`src/design/cmu8d_pkg.sv`:
```
// Shared types and codes for the chunked modified UTF-8 string decoder.
package cmu8d_pkg;

  localparam logic [2:0] PH_NULL = 3'd0;
  localparam logic [2:0] PH_LEN  = 3'd1;
  localparam logic [2:0] PH_CLEN = 3'd2;
  localparam logic [2:0] PH_DATA = 3'd3;
  localparam logic [2:0] PH_DROP = 3'd4;

  localparam logic [1:0] KIND_CHAR  = 2'd0;
  localparam logic [1:0] KIND_EMPTY = 2'd1;
  localparam logic [1:0] KIND_NULL  = 2'd2;
  localparam logic [1:0] KIND_BAD   = 2'd3;

  typedef struct packed {
    logic [2:0]  phase;
    logic [1:0]  header_byte_index;
    logic [31:0] length_shift;
    logic [15:0] chunk_bytes_left;
    logic [15:0] partial_unit;
    logic [1:0]  continuations_needed;
  } state_t;

  typedef struct packed {
    logic        valid;
    logic [15:0] code_unit;
    logic [1:0]  kind;
    logic        last;
  } result_t;

endpackage

```
`src/design/cmu8d_step.sv`:
```
// Next-state and result logic for one input byte.
module cmu8d_step #(
  parameter int CHUNK_SIZE = 16384
) (
  input  cmu8d_pkg::state_t  st,
  input  logic [7:0]         data_byte,
  output cmu8d_pkg::state_t  st_next,
  output cmu8d_pkg::result_t res
);
  import cmu8d_pkg::*;

  localparam logic signed [33:0] LIM_BAD   = 34'(-2 * CHUNK_SIZE);
  localparam logic signed [33:0] LIM_EMPTY = 34'(-CHUNK_SIZE);
  localparam logic [32:0]        CHUNK_LEN = 33'(CHUNK_SIZE);

  logic [15:0]        cbl_dec;
  logic [31:0]        len_n;
  logic signed [33:0] len_ext;
  logic [15:0]        cbl_n;
  logic [1:0]         cont_n;
  logic [15:0]        part_n;
  logic               have;
  logic               bad;
  logic               end_now;
  logic [15:0]        unit;
  logic [1:0]         kind_w;
  logic               last_w;

  always_comb begin
    cbl_dec = (st.chunk_bytes_left != '0) ? st.chunk_bytes_left - 16'd1 : '0;
    len_n   = {st.length_shift[23:0], data_byte};
    len_ext = 34'($signed(len_n));
    cbl_n   = {st.chunk_bytes_left[7:0], data_byte};
    cont_n  = st.continuations_needed - 2'd1;
    part_n  = st.partial_unit | (cont_n[0] ? {4'd0, data_byte[5:0], 6'd0}
                                           : {10'd0, data_byte[5:0]});
  end

  always_comb begin
    st_next = st;
    have    = 1'b0;
    bad     = 1'b0;
    end_now = 1'b0;
    unit    = '0;
    kind_w  = KIND_CHAR;
    last_w  = 1'b0;
    unique case (st.phase)
      PH_LEN: begin
        st_next.length_shift      = len_n;
        st_next.header_byte_index = st.header_byte_index + 2'd1;
        if (st.header_byte_index == 2'd3) begin
          st_next.header_byte_index = '0;
          if (len_ext <= LIM_BAD) begin
            st_next.phase = PH_NULL;
            have   = 1'b1;
            kind_w = KIND_BAD;
            last_w = 1'b1;
          end else if (len_ext <= LIM_EMPTY) begin
            st_next.phase = PH_NULL;
            have   = 1'b1;
            kind_w = KIND_EMPTY;
            last_w = 1'b1;
          end else begin
            st_next.length_shift     = len_n[31] ? '0 : len_n;
            st_next.chunk_bytes_left = '0;
            st_next.phase            = PH_CLEN;
          end
        end
      end
      PH_CLEN: begin
        st_next.chunk_bytes_left  = cbl_n;
        st_next.header_byte_index = st.header_byte_index + 2'd1;
        if (st.header_byte_index != 2'd0) begin
          st_next.header_byte_index    = '0;
          st_next.continuations_needed = '0;
          st_next.partial_unit         = '0;
          if (cbl_n == '0) begin
            end_now = 1'b1;
          end else begin
            st_next.phase = PH_DATA;
          end
        end
      end
      PH_DATA: begin
        st_next.chunk_bytes_left = cbl_dec;
        if (st.continuations_needed == 2'd0) begin
          if (!data_byte[7]) begin
            have = 1'b1;
            unit = {8'd0, data_byte};
          end else if (data_byte[7:5] == 3'b110) begin
            if (cbl_dec == '0) begin
              bad = 1'b1;
            end else begin
              st_next.partial_unit         = {5'd0, data_byte[4:0], 6'd0};
              st_next.continuations_needed = 2'd1;
            end
          end else if (data_byte[7:4] == 4'b1110) begin
            if (cbl_dec < 16'd2) begin
              bad = 1'b1;
            end else begin
              st_next.partial_unit         = {data_byte[3:0], 12'd0};
              st_next.continuations_needed = 2'd2;
            end
          end else begin
            bad = 1'b1;
          end
        end else if (data_byte[7:6] != 2'b10) begin
          bad = 1'b1;
        end else begin
          st_next.continuations_needed = cont_n;
          st_next.partial_unit         = part_n;
          if (cont_n == 2'd0) begin
            have = 1'b1;
            unit = part_n;
          end
        end
        if (bad) begin
          have   = 1'b1;
          unit   = '0;
          kind_w = KIND_BAD;
          st_next.continuations_needed = '0;
          st_next.partial_unit         = '0;
          if (cbl_dec != '0) begin
            st_next.phase = PH_DROP;
          end
        end
        end_now = (cbl_dec == '0);
      end
      PH_DROP: begin
        st_next.chunk_bytes_left = cbl_dec;
        end_now = (cbl_dec == '0);
      end
      default: begin
        if (data_byte != 8'd0) begin
          st_next.phase = PH_NULL;
          have   = 1'b1;
          kind_w = KIND_NULL;
          last_w = 1'b1;
        end else begin
          st_next.phase             = PH_LEN;
          st_next.header_byte_index = '0;
          st_next.length_shift      = '0;
        end
      end
    endcase

    if (end_now) begin
      if ({1'b0, st.length_shift} < CHUNK_LEN) begin
        st_next.phase = PH_NULL;
        last_w = 1'b1;
        if (!have) begin
          have   = 1'b1;
          unit   = '0;
          kind_w = KIND_EMPTY;
        end
      end else begin
        st_next.length_shift      = st.length_shift - CHUNK_LEN[31:0];
        st_next.phase             = PH_CLEN;
        st_next.header_byte_index = '0;
        st_next.chunk_bytes_left  = '0;
      end
    end

    res.valid     = have;
    res.code_unit = unit;
    res.kind      = kind_w;
    res.last      = last_w;
  end

endmodule

```
`src/design/cmu8d_outreg.sv`:
```
// Result register between the decode logic and the result channel.
module cmu8d_outreg (
  input  logic               clk,
  input  logic               rst,
  input  logic               load,
  input  cmu8d_pkg::result_t res,
  input  logic               result_ready,
  output logic               free,
  output logic               result_valid,
  output logic [15:0]        code_unit,
  output logic [1:0]         kind,
  output logic               last
);
  import cmu8d_pkg::*;

  assign free = !result_valid || result_ready;

  always_ff @(posedge clk) begin
    if (rst) begin
      result_valid <= 1'b0;
    end else if (free) begin
      result_valid <= load;
    end
  end

  always_ff @(posedge clk) begin
    if (free && load) begin
      code_unit <= res.code_unit;
      kind      <= res.kind;
      last      <= res.last;
    end
  end

endmodule

```
`src/design/chunked_modified_utf8_string_decoder.sv`:
```
// Top level of the chunked modified UTF-8 string decoder.
// Takes one byte per cycle on the data channel and gives each result in the
// cycle after its byte is taken; the decode state and the result register
// update in the same cycle, so bytes stream at one per clock. data_ready drops
// only while a held result is not being taken by result_ready. CHUNK_SIZE
// sets how many chunks a string length calls for; the remaining length is
// stepped down by CHUNK_SIZE at the end of each chunk.
module chunked_modified_utf8_string_decoder #(
  parameter int CHUNK_SIZE = 16384
) (
  input  logic        clk,
  input  logic        rst,
  input  logic        data_valid,
  output logic        data_ready,
  input  logic [7:0]  data_byte,
  output logic        result_valid,
  input  logic        result_ready,
  output logic [15:0] code_unit,
  output logic [1:0]  kind,
  output logic        last
);
  import cmu8d_pkg::*;

  state_t  st;
  state_t  st_next;
  result_t res;
  logic    accept;
  logic    free;

  cmu8d_step #(
    .CHUNK_SIZE(CHUNK_SIZE)
  ) u_step (
    .st        (st),
    .data_byte (data_byte),
    .st_next   (st_next),
    .res       (res)
  );

  cmu8d_outreg u_outreg (
    .clk          (clk),
    .rst          (rst),
    .load         (accept && res.valid),
    .res          (res),
    .result_ready (result_ready),
    .free         (free),
    .result_valid (result_valid),
    .code_unit    (code_unit),
    .kind         (kind),
    .last         (last)
  );

  assign data_ready = free;
  assign accept     = data_valid && data_ready;

  always_ff @(posedge clk) begin
    if (rst) begin
      st <= '0;
    end else if (accept) begin
      st <= st_next;
    end
  end

`ifndef ASSERT_OFF
  a_null_is_last: assert property (@(posedge clk) disable iff (rst)
    (result_valid && kind == KIND_NULL) |-> last)
    else $error("null string item without last");

  a_nonchar_zero: assert property (@(posedge clk) disable iff (rst)
    (result_valid && kind != KIND_CHAR) |-> (code_unit == 16'd0))
    else $error("non-character item carries a code unit");

  a_null_flag: assert property (@(posedge clk) disable iff (rst)
    (accept && st.phase == PH_NULL && data_byte != 8'd0) |=>
      (result_valid && kind == KIND_NULL))
    else $error("nonzero null flag gave no null string item");

  a_cont_in_data: assert property (@(posedge clk) disable iff (rst)
    (st.continuations_needed != 2'd0) |-> (st.phase == PH_DATA))
    else $error("pending continuation outside data phase");

  a_stall_cause: assert property (@(posedge clk) disable iff (rst)
    !data_ready |-> (result_valid && !result_ready))
    else $error("input stalled without a held result");
`endif

endmodule
```
`config.mk`:
```
export PLATFORM = sky130hd
export DESIGN_NAME = chunked_modified_utf8_string_decoder
export DESIGN_NICKNAME = d
export VERILOG_FILES = /design/src/design/cmu8d_pkg.sv /design/src/design/cmu8d_step.sv /design/src/design/cmu8d_outreg.sv /design/src/design/chunked_modified_utf8_string_decoder.sv
export SDC_FILE = /design/constraint.sdc
export NUM_CORES = 1
export LEC_CHECK = 0
export ABC_AREA = 0
export CAP_MARGIN = 10
export CORE_MARGIN = 2
export CORE_UTILIZATION = 40
export CTS_BUF_LIST = sky130_fd_sc_hd__clkbuf_8 sky130_fd_sc_hd__clkbuf_16
export DETAILED_ROUTE_END_ITERATION = 6
export DONT_BUFFER_PORTS = 1
export PLACE_DENSITY = 0.61
export SLEW_MARGIN = 20
export SYNTH_ARGS = -nofsm -noshare
export SYNTH_HDL_FRONTEND = slang
export SYNTH_HIERARCHICAL = 1
export SYNTH_SLANG_ARGS = --single-unit
```
`constraint.sdc`:
```
create_clock -name clk -period 4.2 [get_ports clk]
set_clock_uncertainty 0.15 [all_clocks]
set_input_delay 0.42 -clock clk [delete_from_list [all_inputs] [get_ports clk]]
set_output_delay 0.42 -clock clk [all_outputs]
set_load 0.005 [all_outputs]
```
==> results.md, run 1 <==
* Cell depth of the worst flop-to-flop path at 11
* Flops & latches, synth at 91
* Final Hold Fails at 0
* Post-Route Setup TNS at 0 ns
* Synth Flop Type: dfxtp_1
* Number of global-route vias before repair at about 5600
* Post-synthesis sequential area ratio at approximately a quarter
* Via count at roughly 6100
* WP data arrival at 3.64 ns
* Slew HR at 37.8%
* CTS tree: yes
* Max-Cap Viols at 0
* Clock power share at a little under half
* Critical path class: reg -> reg
* Clk root buf: clkbuf_16
* Min cycle time layout at roughly 3.7 ns
* First-pass GRT wire length at just over 30000 microns
* Synth Area in Adders at between 1 and 1.5%
* Share of the synthesized area in the top cell type at about a fifth
* Top-count cell post-synth: dfxtp_1
* CP Data Required Time at around 4.1 ns
* Drt wl/cell at approximately 19 microns
* Crit-path max FO at 19
* Crit path largest cell delay at around 0.52 ns
* Synth top cells by count: 72 x dfxtp_1, 71 x a21oi_2, 70 x nand3_2
* Max-slew violations at 0
* Hold Path End: st[32]
* Post-Syn Area at 0.00753 sq mm
* Worst-path clk slew at approximately 0.07 ns
* Worst flop-to-flop path startpoint: st[18]
* GRT Total Usage at between 10% and 20%
* Pwr/cell area at 243 mW/mm^2
* Initial DRC Count at between 500 and 600
* Layout cells sized above 1 at roughly a third
* Clk_lat worst skew at around 0.36 ns
* Mapped Cells at between 800 and 900
* Startpoint Class: register
* IO buf count at 0
* Largest family of logic cells by synthesized area: compound AO/OA/AOI/OAI gates
* Slowest cell on the critical path: or3b_1
* Largest net degree at the start of global routing at 144
* Clock sinks at just over 90
* Diodes inserted at 0
* GR Overflow Total at 0
* Crit-path cells: inv_1 -> ha_1 -> or3b_1 -> o311ai_0 -> o31ai_1 -> o31ai_2 -> nor2_2 -> a211o_1 -> o21bai_1 -> and3_1 -> and2_4
* Starting Density at between 40% and 50%
* Post-DP HPWL at 12200 microns
* Least-Margin Pin Slew at 0.924 ns
* Residual DRC count at 0
* Core area at ~0.019 sq mm
* I/O pin cnt at 33
* Vias/cell at 6.10
* Reg-to-Reg End: u_outreg/code_unit[9]
* Clock tree buffer depth at 2
* Leakage power at between 0.002 and 0.0025 uW
* Cell depth of the worst hold path at 2
* Post-route ant nets at 0
* Area contributors post-synth: dfxtp_1 19%, nand3_2 9.3%, a21oi_2 8.3%
* Post-Synth Simple-Gate Area at a little under a quarter
* Non-filler cells, final at between 900 and 1000
* FP Rows at 50
* Compound-Gate Fraction of Synth Area at 36.0%
* Fmax at 270 MHz
* Area Overhead vs Synth at 0.432%
* Multiplexer share of the synthesized area at less than 1%
* Ys Warns at 6
* Sw power at 441 uW
* Fillers at roughly 1800
* Setup violations, final at 0
* Final period util at roughly 88%
* P_int at between 1000 and 1500 uW
* Final WL at 19100 microns
* RSZ-0062 raised after global routing: no
* Async SR Flop Fraction at 0%
* Pre-antenna DRT Iters at 6
* CP bufs+invs at 1
* Placed insts at roughly 980
* Die Y at between 100 and 150 microns
* Crit path max-delay family: compound AO/OA/AOI/OAI gates
* Die W at 141 microns
* EDFF count, synth at 19
* Hold WC Path Type: in -> reg
* Hold Startpoint: data_valid
* Crit. End Element: register
* Post-Syn Nets at 839
* Biggest area consumer among synthesized cells: dfxtp_1
* Peak VDD IR at 158 uV
* Comb power frac at under 10%
* Post-Syn Area per Cell at just over 9 sq um
* Synth cell types at 83
* Final Net Count at 780
* Fraction of power spent switching nets at approximately a quarter
* Status: completed
* Sequential share of power at 49.4%
* Initial antenna violation count at 0
* Final GP Congestion at between 0.9 and 1
* Xor/xnor share of the synthesized area at 1.05%
* Htree depth at 3
* R2r setup slk at just under 0.5 ns
* CTS Buf Count at 9
* Die ar. at approximately 0.02 sq mm
power by group through the flow:
stage / Combinational [uW] / Clock (uW) / Sequential [uW]
4_1_cts: 77.8 / 880 / 908
5_1_grt: 84.2 / 907 / 908
2_1_floorplan: 131 / 0 / 925
3_3_place_gp: 56.5 / 0 / 928
6_report: 77.7 / 852 / 908
3_5_place_dp: 56.6 / 0 / 928
stage by stage:
step / setup slack, ns / instance area (sq um) / power, uW / util, % / hold WS, ns
2_1_floorplan: 0.775 / 7530 / 1060 / - / 0.332
3_3_place_gp: 0.564 / 7230 / 984 / 38.9 / 0.340
3_5_place_dp: 0.502 / 7230 / 985 / 38.9 / 0.342
4_1_cts: 0.480 / 7560 / 1870 / 40.7 / 0.0658
5_1_grt: 0.218 / 7560 / 1900 / 40.7 / 0.0700
6_report: 0.493 / 7560 / 1840 / 40.7 / 0.0796
final cells by class:
| cell class | count | area [sq um] | share of cell area (%) |
|---|---|---|---|
| Tap cell | 234 | 293 | 3.87 |
| Clock inverter | 6 | 63.8 | 0.844 |
| Timing Repair Buffer | 15 | 145 | 1.92 |
| Clock buffer | 10 | 239 | 3.16 |
| Multi-Input combinational cell | 622 | 4730 | 62.5 |
| Inverter | 21 | 78.8 | 1.04 |
| Sequential cell | 91 | 2010 | 26.6 |
registers in the layout, indices dropped and copies added (netlist names):
name,count
st,71
u_outreg/kind,2
u_outreg/code_unit,16
u_outreg/last,1
u_outreg/result_valid,1
kinds of logic (layout without fill, tap and decap cells):
group                    Yosys count  count (layout)
flip-flops                        91              91
multiplexers                       3               3
AND/OR/NAND/NOR                  274             274
adder cells (fa/ha/maj)            8               8
buffers and inverters            106              52
XOR/XNOR                           9               9
AO/OA/AOI/OAI                    328             328
worst register-to-register path: stages, from the launching register on:
cell	delay, ns
dfxtp_1	0.38
inv_1	0.08
ha_1	0.19
or3b_1	0.52
o311ai_0	0.38
o31ai_1	0.16
o31ai_2	0.51
nor2_2	0.18
a211o_1	0.31
o21bai_1	0.15
and3_1	0.19
and2_4	0.23
cell usage in the layout (no fill, tap or decap), drive strengths merged, types with 8 or more instances in the layout:
master  instances
o211ai          8
o31a            8
o21ai          22
nor3           18
nor4           16
nor2           62
a32oi           8
buf            15
ha              8
a21bo          71
nand2b          8
nand3          84
and2            9
a21oi         110
clkbuf         10
nand2          38
inv            23
a22o           26
o311ai          8
dfxtp          72
a221o           8
edfxtp         19
metal layers:
layer / share of wire (%) / global-route usage, %
met1: 47 / 26.4
met2: 46 / 29.7
met3: 4.8 / 4.04
met4: 1.9 / 6.21
met5: 0 / 0
timing repair:
item | 4_1_cts | 5_1_grt
resized for setup | 0 | 0
buffers inserted | 0 | 0
hold endpoints to repair | 72 | 0
hold buffers | 1 | 0
how the worst max path moves through the flow:
stage               cells after the start                     to    from  slack [ns]
floorplan                              13  u_outreg/code_unit[0]  st[18]        0.78
global placement                       11                  st[8]  st[18]        0.56
detailed placement                     11  u_outreg/code_unit[8]  st[18]        0.50
CTS                                    11  u_outreg/code_unit[9]  st[18]        0.48
global route                           11  u_outreg/code_unit[9]  st[18]        0.22
finish                                 11  u_outreg/code_unit[9]  st[18]        0.49
Note: power is estimated with default switching activity, not from simulation.
==> inputs of run 2 (changes only) <==
--- a/config.mk
+++ b/config.mk
@@ -8,11 +8,11 @@
 export ABC_AREA = 0
 export CAP_MARGIN = 10
 export CORE_MARGIN = 2
-export CORE_UTILIZATION = 40
+export CORE_UTILIZATION = 60
 export CTS_BUF_LIST = sky130_fd_sc_hd__clkbuf_8 sky130_fd_sc_hd__clkbuf_16
 export DETAILED_ROUTE_END_ITERATION = 6
 export DONT_BUFFER_PORTS = 1
-export PLACE_DENSITY = 0.61
+export PLACE_DENSITY = 0.83
 export SLEW_MARGIN = 20
 export SYNTH_ARGS = -nofsm -noshare
 export SYNTH_HDL_FRONTEND = slang
==> results.md, run 2 (same netlist as run 1, synthesis figures left out) <==
* Diodes inserted at 0
* Final Hold Fails at 0
* Most common cell after layout, fill and taps aside: dfxtp_1
* Post-DP HPWL at 12900 microns
* Largest net degree at the start of global routing at roughly 140
* Drt wl/cell at just over 20 microns
* GR Overflow Total at 0
* CTS tree: yes
* Startpoint Class: register
* Biggest regs: st (71), u_outreg/code_unit (16), u_outreg/kind (2)
* Hold WC Path Type: in -> reg
* Max-Cap Viols at 0
* Vias/cell at about 6.8
* Post-Route Setup TNS at 0 ns
* Status: completed
* RSZ-0062 raised after global routing: no
* Slowest cell on the critical path: or3b_1
* Area Overhead vs Synth at -1.30%
* Final Net Count at between 700 and 800
* FP Rows at 40
* Initial DRC Count at slightly below 700
* Peak VDD IR at roughly 190 uV
* Critical path class: reg -> reg
* Fillers at approximately 1100
* Placed insts at just over 900
* Hold Startpoint: data_valid
* Least-Margin Pin Slew at around 1.1 ns
* First-pass GRT wire length at roughly 31000 microns
* Non-filler cells, final at 931
* Htree depth at 3
* Leakage power at ~0.0024 uW
* Die W at between 100 and 150 microns
* Reg area at about 0.0020 sq mm
* Core area at approximately 0.012 sq mm
* Pwr/cell area at about 240 mW/mm^2
* Worst-path clk slew at approximately 0.070 ns
* Clock tree buffer depth at 2
* Starting Density at 62.1%
* Largest Register: st
* IO buf count at 0
* Critical path origin: st[18]
* I/O pin cnt at 33
* WP data arrival at about 3.7 ns
* Pre-antenna DRT Iters at 6
* Setup violations, final at 0
* Post-route ant nets at 0
* Multi-input gate area at between 0.004 and 0.005 sq mm
* CP Data Required Time at 4.14 ns
* Clock sinks at 91
* Number of global-route vias before repair at 5959
* Crit-path cells: inv_1 -> ha_1 -> or3b_1 -> o311ai_0 -> o31ai_1 -> o31ai_2 -> nor2_2 -> a211o_1 -> o21bai_1 -> and3_1 -> and2_4
* Clk root buf: clkbuf_16
* Initial antenna violation count at 0
* Via count at roughly 6300
* Max reg flops at 71
* Dpl cell area at between 0.007 and 0.008 sq mm
* Slew HR at a little under 30%
* Die ar. at about 0.013 sq mm
* GRT Total Usage at 29.2%
* Max-slew violations at 0
* Crit-path max FO at 19
* Final Cell Area at approximately 0.0074 sq mm
* Min cycle time layout at 3.75 ns
* Final GP Congestion at 0.950
* Layout cells sized above 1 at about 33%
* Most frequent cells in the layout: 72 x dfxtp_1, 71 x a21oi_2, 70 x nand3_2, 61 x a21bo_2, 60 x nor2_1
* Clk_lat worst skew at around 0.36 ns
* CTS Buf Count at 9
* Final core utilization at between 60% and 70%
* Final WL at 19400 microns
* Die Y at 116 microns
* Final period util at 89.2%
* Crit. End Element: register
* Crit path largest cell delay at between 0.5 and 0.6 ns
* Fmax at between 200 and 300 MHz
* Worst flop-to-flop path startpoint: st[18]
* Residual DRC count at 0
==> run 2: area by class of cell <==
cell class	count	share of cell area (%)
inverters	21	1.06
well taps	168	2.83
clock inverters	7	0.775
clock buffers	9	3.03
repair buffers	13	1.58
flip-flops and latches	91	27.1
multi-input cells	622	63.6
==> run 2: metrics by stage <==
step	worst slack [ns]	hold slack [ns]	power [uW]
2_1_floorplan	0.775	0.332	1060
3_3_place_gp	0.616	0.341	982
5_1_grt	0.182	0.0541	1840
3_5_place_dp	0.505	0.345	984
6_report	0.454	0.0615	1790
4_1_cts	0.459	0.0467	1800
==> run 2: worst max-delay path: cells and delay by family (launching register included) <==
family | cells | cell delay, ns
AOI/OAI and AO/OA | 5 | 1.58
and+or+nand+nor | 4 | 1.10
DFF | 1 | 0.38
adders and majority gates | 1 | 0.19
buffers and inverters | 1 | 0.08
==> run 2: what timing repair did <==
action,CTS,global route
hold endpoints to repair,72,0
resized for setup,0,0
hold buffers,1,0
buffers inserted,0,0
==> run 2: per-layer routing <==
| metal | share of wire [%] | global-route usage [%] |
|---|---|---|
| met3 | 6.9 | 6.33 |
| met5 | 0 | 0 |
| met1 | 44 | 39.0 |
| met2 | 47 | 46.8 |
| met4 | 2.1 | 10.1 |
==> run 2: path summary, 6_finish.rpt <==
| check | end | slack, ns | depth (start not counted) |
|---|---|---|---|
| worst max-delay path | u_outreg/code_unit[11] | 0.45 | 11 |
| worst min-delay path | st[32] | 0.06 | 2 |
| worst max register to register | u_outreg/code_unit[11] | 0.45 | 11 |
| worst min register to register | st[13] | 0.43 | 4 |
==> run 2: power by group <==
part | internal (uW) | switching [uW]
logic | 15.5 | 60.6
registers | 901 | 8.04
clock network | 413 | 392
==> inputs of run 3 (changes only) <==
--- a/config.mk
+++ b/config.mk
@@ -6,6 +6,7 @@
 export NUM_CORES = 1
 export LEC_CHECK = 0
 export ABC_AREA = 0
+export ABC_CLOCK_PERIOD_IN_PS = 4200
 export CAP_MARGIN = 10
 export CORE_MARGIN = 2
 export CORE_UTILIZATION = 60
==> constraint.sdc (replaced) <==
create_clock -name clk -period 4.2 [get_ports clk]
set_clock_uncertainty 0.15 [all_clocks]
set_input_delay 0.84 -clock clk [delete_from_list [all_inputs] [get_ports clk]]
set_output_delay 0.84 -clock clk [all_outputs]
set_load 0.005 [all_outputs]
==> results.md, run 3 (same netlist as run 1, synthesis figures left out) <==
* WP data arrival at 3.76 ns
* P_int at roughly 1400 uW
* Setup violations, final at 0
* CTS resizes at 0
* Slew HR at 36.4%
* Biggest regs: st (71), u_outreg/code_unit (16), u_outreg/kind (2)
* GRT Total Usage at 28.7%
* Final Cell Area at around 0.0074 sq mm
* Comb power frac at ~3.3%
* Via count at about 6300
* Drt wl/cell at ~20 microns
* Clk_lat worst skew at 0.35 ns
* Met3 Usage GRT at under 10%
* Leakage power at approximately 0.0024 uW
* Vias/cell at around 6.8
* First-pass GRT wire length at 30800 microns
* Critical path class: reg -> reg
* Crit path max-delay family: simple AND/OR/NAND/NOR gates
* Crit. End Element: register
* Diodes inserted at 0
* Slowest cell on the critical path: or3b_1
* Initial DRC Count at 740
* Post-route ant nets at 0
* Clock sinks at 91
* Cts hold-fix bufs at 0
* Pre-antenna DRT Iters at 5
* Crit-path cells: inv_1 -> ha_1 -> or3b_1 -> nor3_1 -> xnor2_1 -> a41oi_1 -> o211ai_1 -> a21boi_0 -> o21bai_1 -> and3_1 -> and2_4
* Die Y at 116 microns
* Busiest grt layer: met2
* Max-slew violations at 0
* CP Data Required Time at roughly 4 ns
* Pwr/cell area at between 200 and 250 mW/mm^2
* Die ar. at 0.0135 sq mm
* CTS tree: yes
* Min cycle time layout at 3.88 ns
* Peak VDD IR at 199 uV
* Largest net degree at the start of global routing at approximately 140
* Worst-path clk slew at 0.07 ns
* Final period util at 92.4%
* Starting Density at approximately 62%
* I/O pin cnt at 33
* IO buf count at 0
* Initial antenna violation count at 0
* Max reg flops at 71
* Htree depth at 3
* Clock power share at between 40 and 50%
* Final Net Count at 779
* Startpoint Class: register
* Most common cell after layout, fill and taps aside: dfxtp_1
* CTS Buf Count at 9
* Max-Cap Viols at 0
* Final GP Congestion at slightly above 0.9
* Die W at 116 microns
* Setup bufs post-CTS at 0
* Final Hold Fails at 0
* Layout cells sized above 1 at 32.9%
* Clk root buf: clkbuf_16
* Core area at 0.0121 sq mm
* Final WL at roughly 19000 microns
* Status: completed
* CP bufs+invs at 1
* FP Rows at 40
* Clock tree buffer depth at 2
* GR Overflow Total at 0
* Area Overhead vs Synth at -1.03%
* Met1 Track Usage GR at ~39%
* Sequential share of power at around 50%
* Least-Margin Pin Slew at 0.954 ns
* Crit-path max FO at 19
* Number of global-route vias before repair at between 6000 and 7000
* Largest Register: st
* Residual DRC count at 0
* Dpl cell area at 0.00715 sq mm
* Crit path largest cell delay at 0.51 ns
* Most frequent cells in the layout: 72 x dfxtp_1, 71 x a21oi_2, 70 x nand3_2, 61 x a21bo_2, 60 x nor2_1
* Sw power at roughly 430 uW
* RSZ-0062 raised after global routing: no
* Fraction of power spent switching nets at 23.8%
* Met2 Use GR at approximately 46%
* Post-DP HPWL at roughly 13000 microns
* Hold WC Path Type: in -> reg
* Fmax at between 200 and 300 MHz
* Post-Route Setup TNS at 0 ns
run 3: final timing paths:
| path | from | endpoint | slack [ns] | cells after the start |
|---|---|---|---|---|
| worst max-delay path | st[18] | u_outreg/code_unit[6] | 0.32 | 11 |
| worst min-delay path | rst | st[48] | 0.40 | 1 |
| worst max register to register | st[18] | u_outreg/code_unit[6] | 0.32 | 11 |
| worst min register to register | st[17] | u_outreg/code_unit[15] | 0.44 | 1 |
run 3: layout make-up:
type                    count  area (sq um)
inverters                  21          78.8
flip-flops and latches     91          2010
repair buffers             14           118
fillers                  1048          4660
clock buffers               9           225
multi-input cells         622          4730
clock inverters             7          77.6
well taps                 168           210
run 3: power by group through the flow:
stage | sequential (uW) | clock (uW) | combinational [uW]
2_1_floorplan | 925 | 0 | 131
3_3_place_gp | 928 | 0 | 55.8
3_5_place_dp | 928 | 0 | 57.7
4_1_cts | 908 | 849 | 58.2
5_1_grt | 909 | 883 | 62.9
6_report | 908 | 846 | 59.0
run 3: per-stage QoR:
stage               power (uW)  setup WS (ns)  instances  util, %  hold slack, ns
floorplan                 1060          0.615        819        -           0.363
CTS                       1820          0.458        932     61.5           0.392
finish                    1810          0.318        932     61.5           0.399
detailed placement         986          0.483        916     59.0           0.421
global placement           984          0.619        916     59.0           0.400
global route              1850         0.0497        932     61.5           0.389
run 3: metal layers:
layer  share of wire (%)  wire length (microns)
met1                  44                   8430
met2                  47                   9020
met3                 7.6                   1460
met4                 1.6                    298
met5                   0                      0
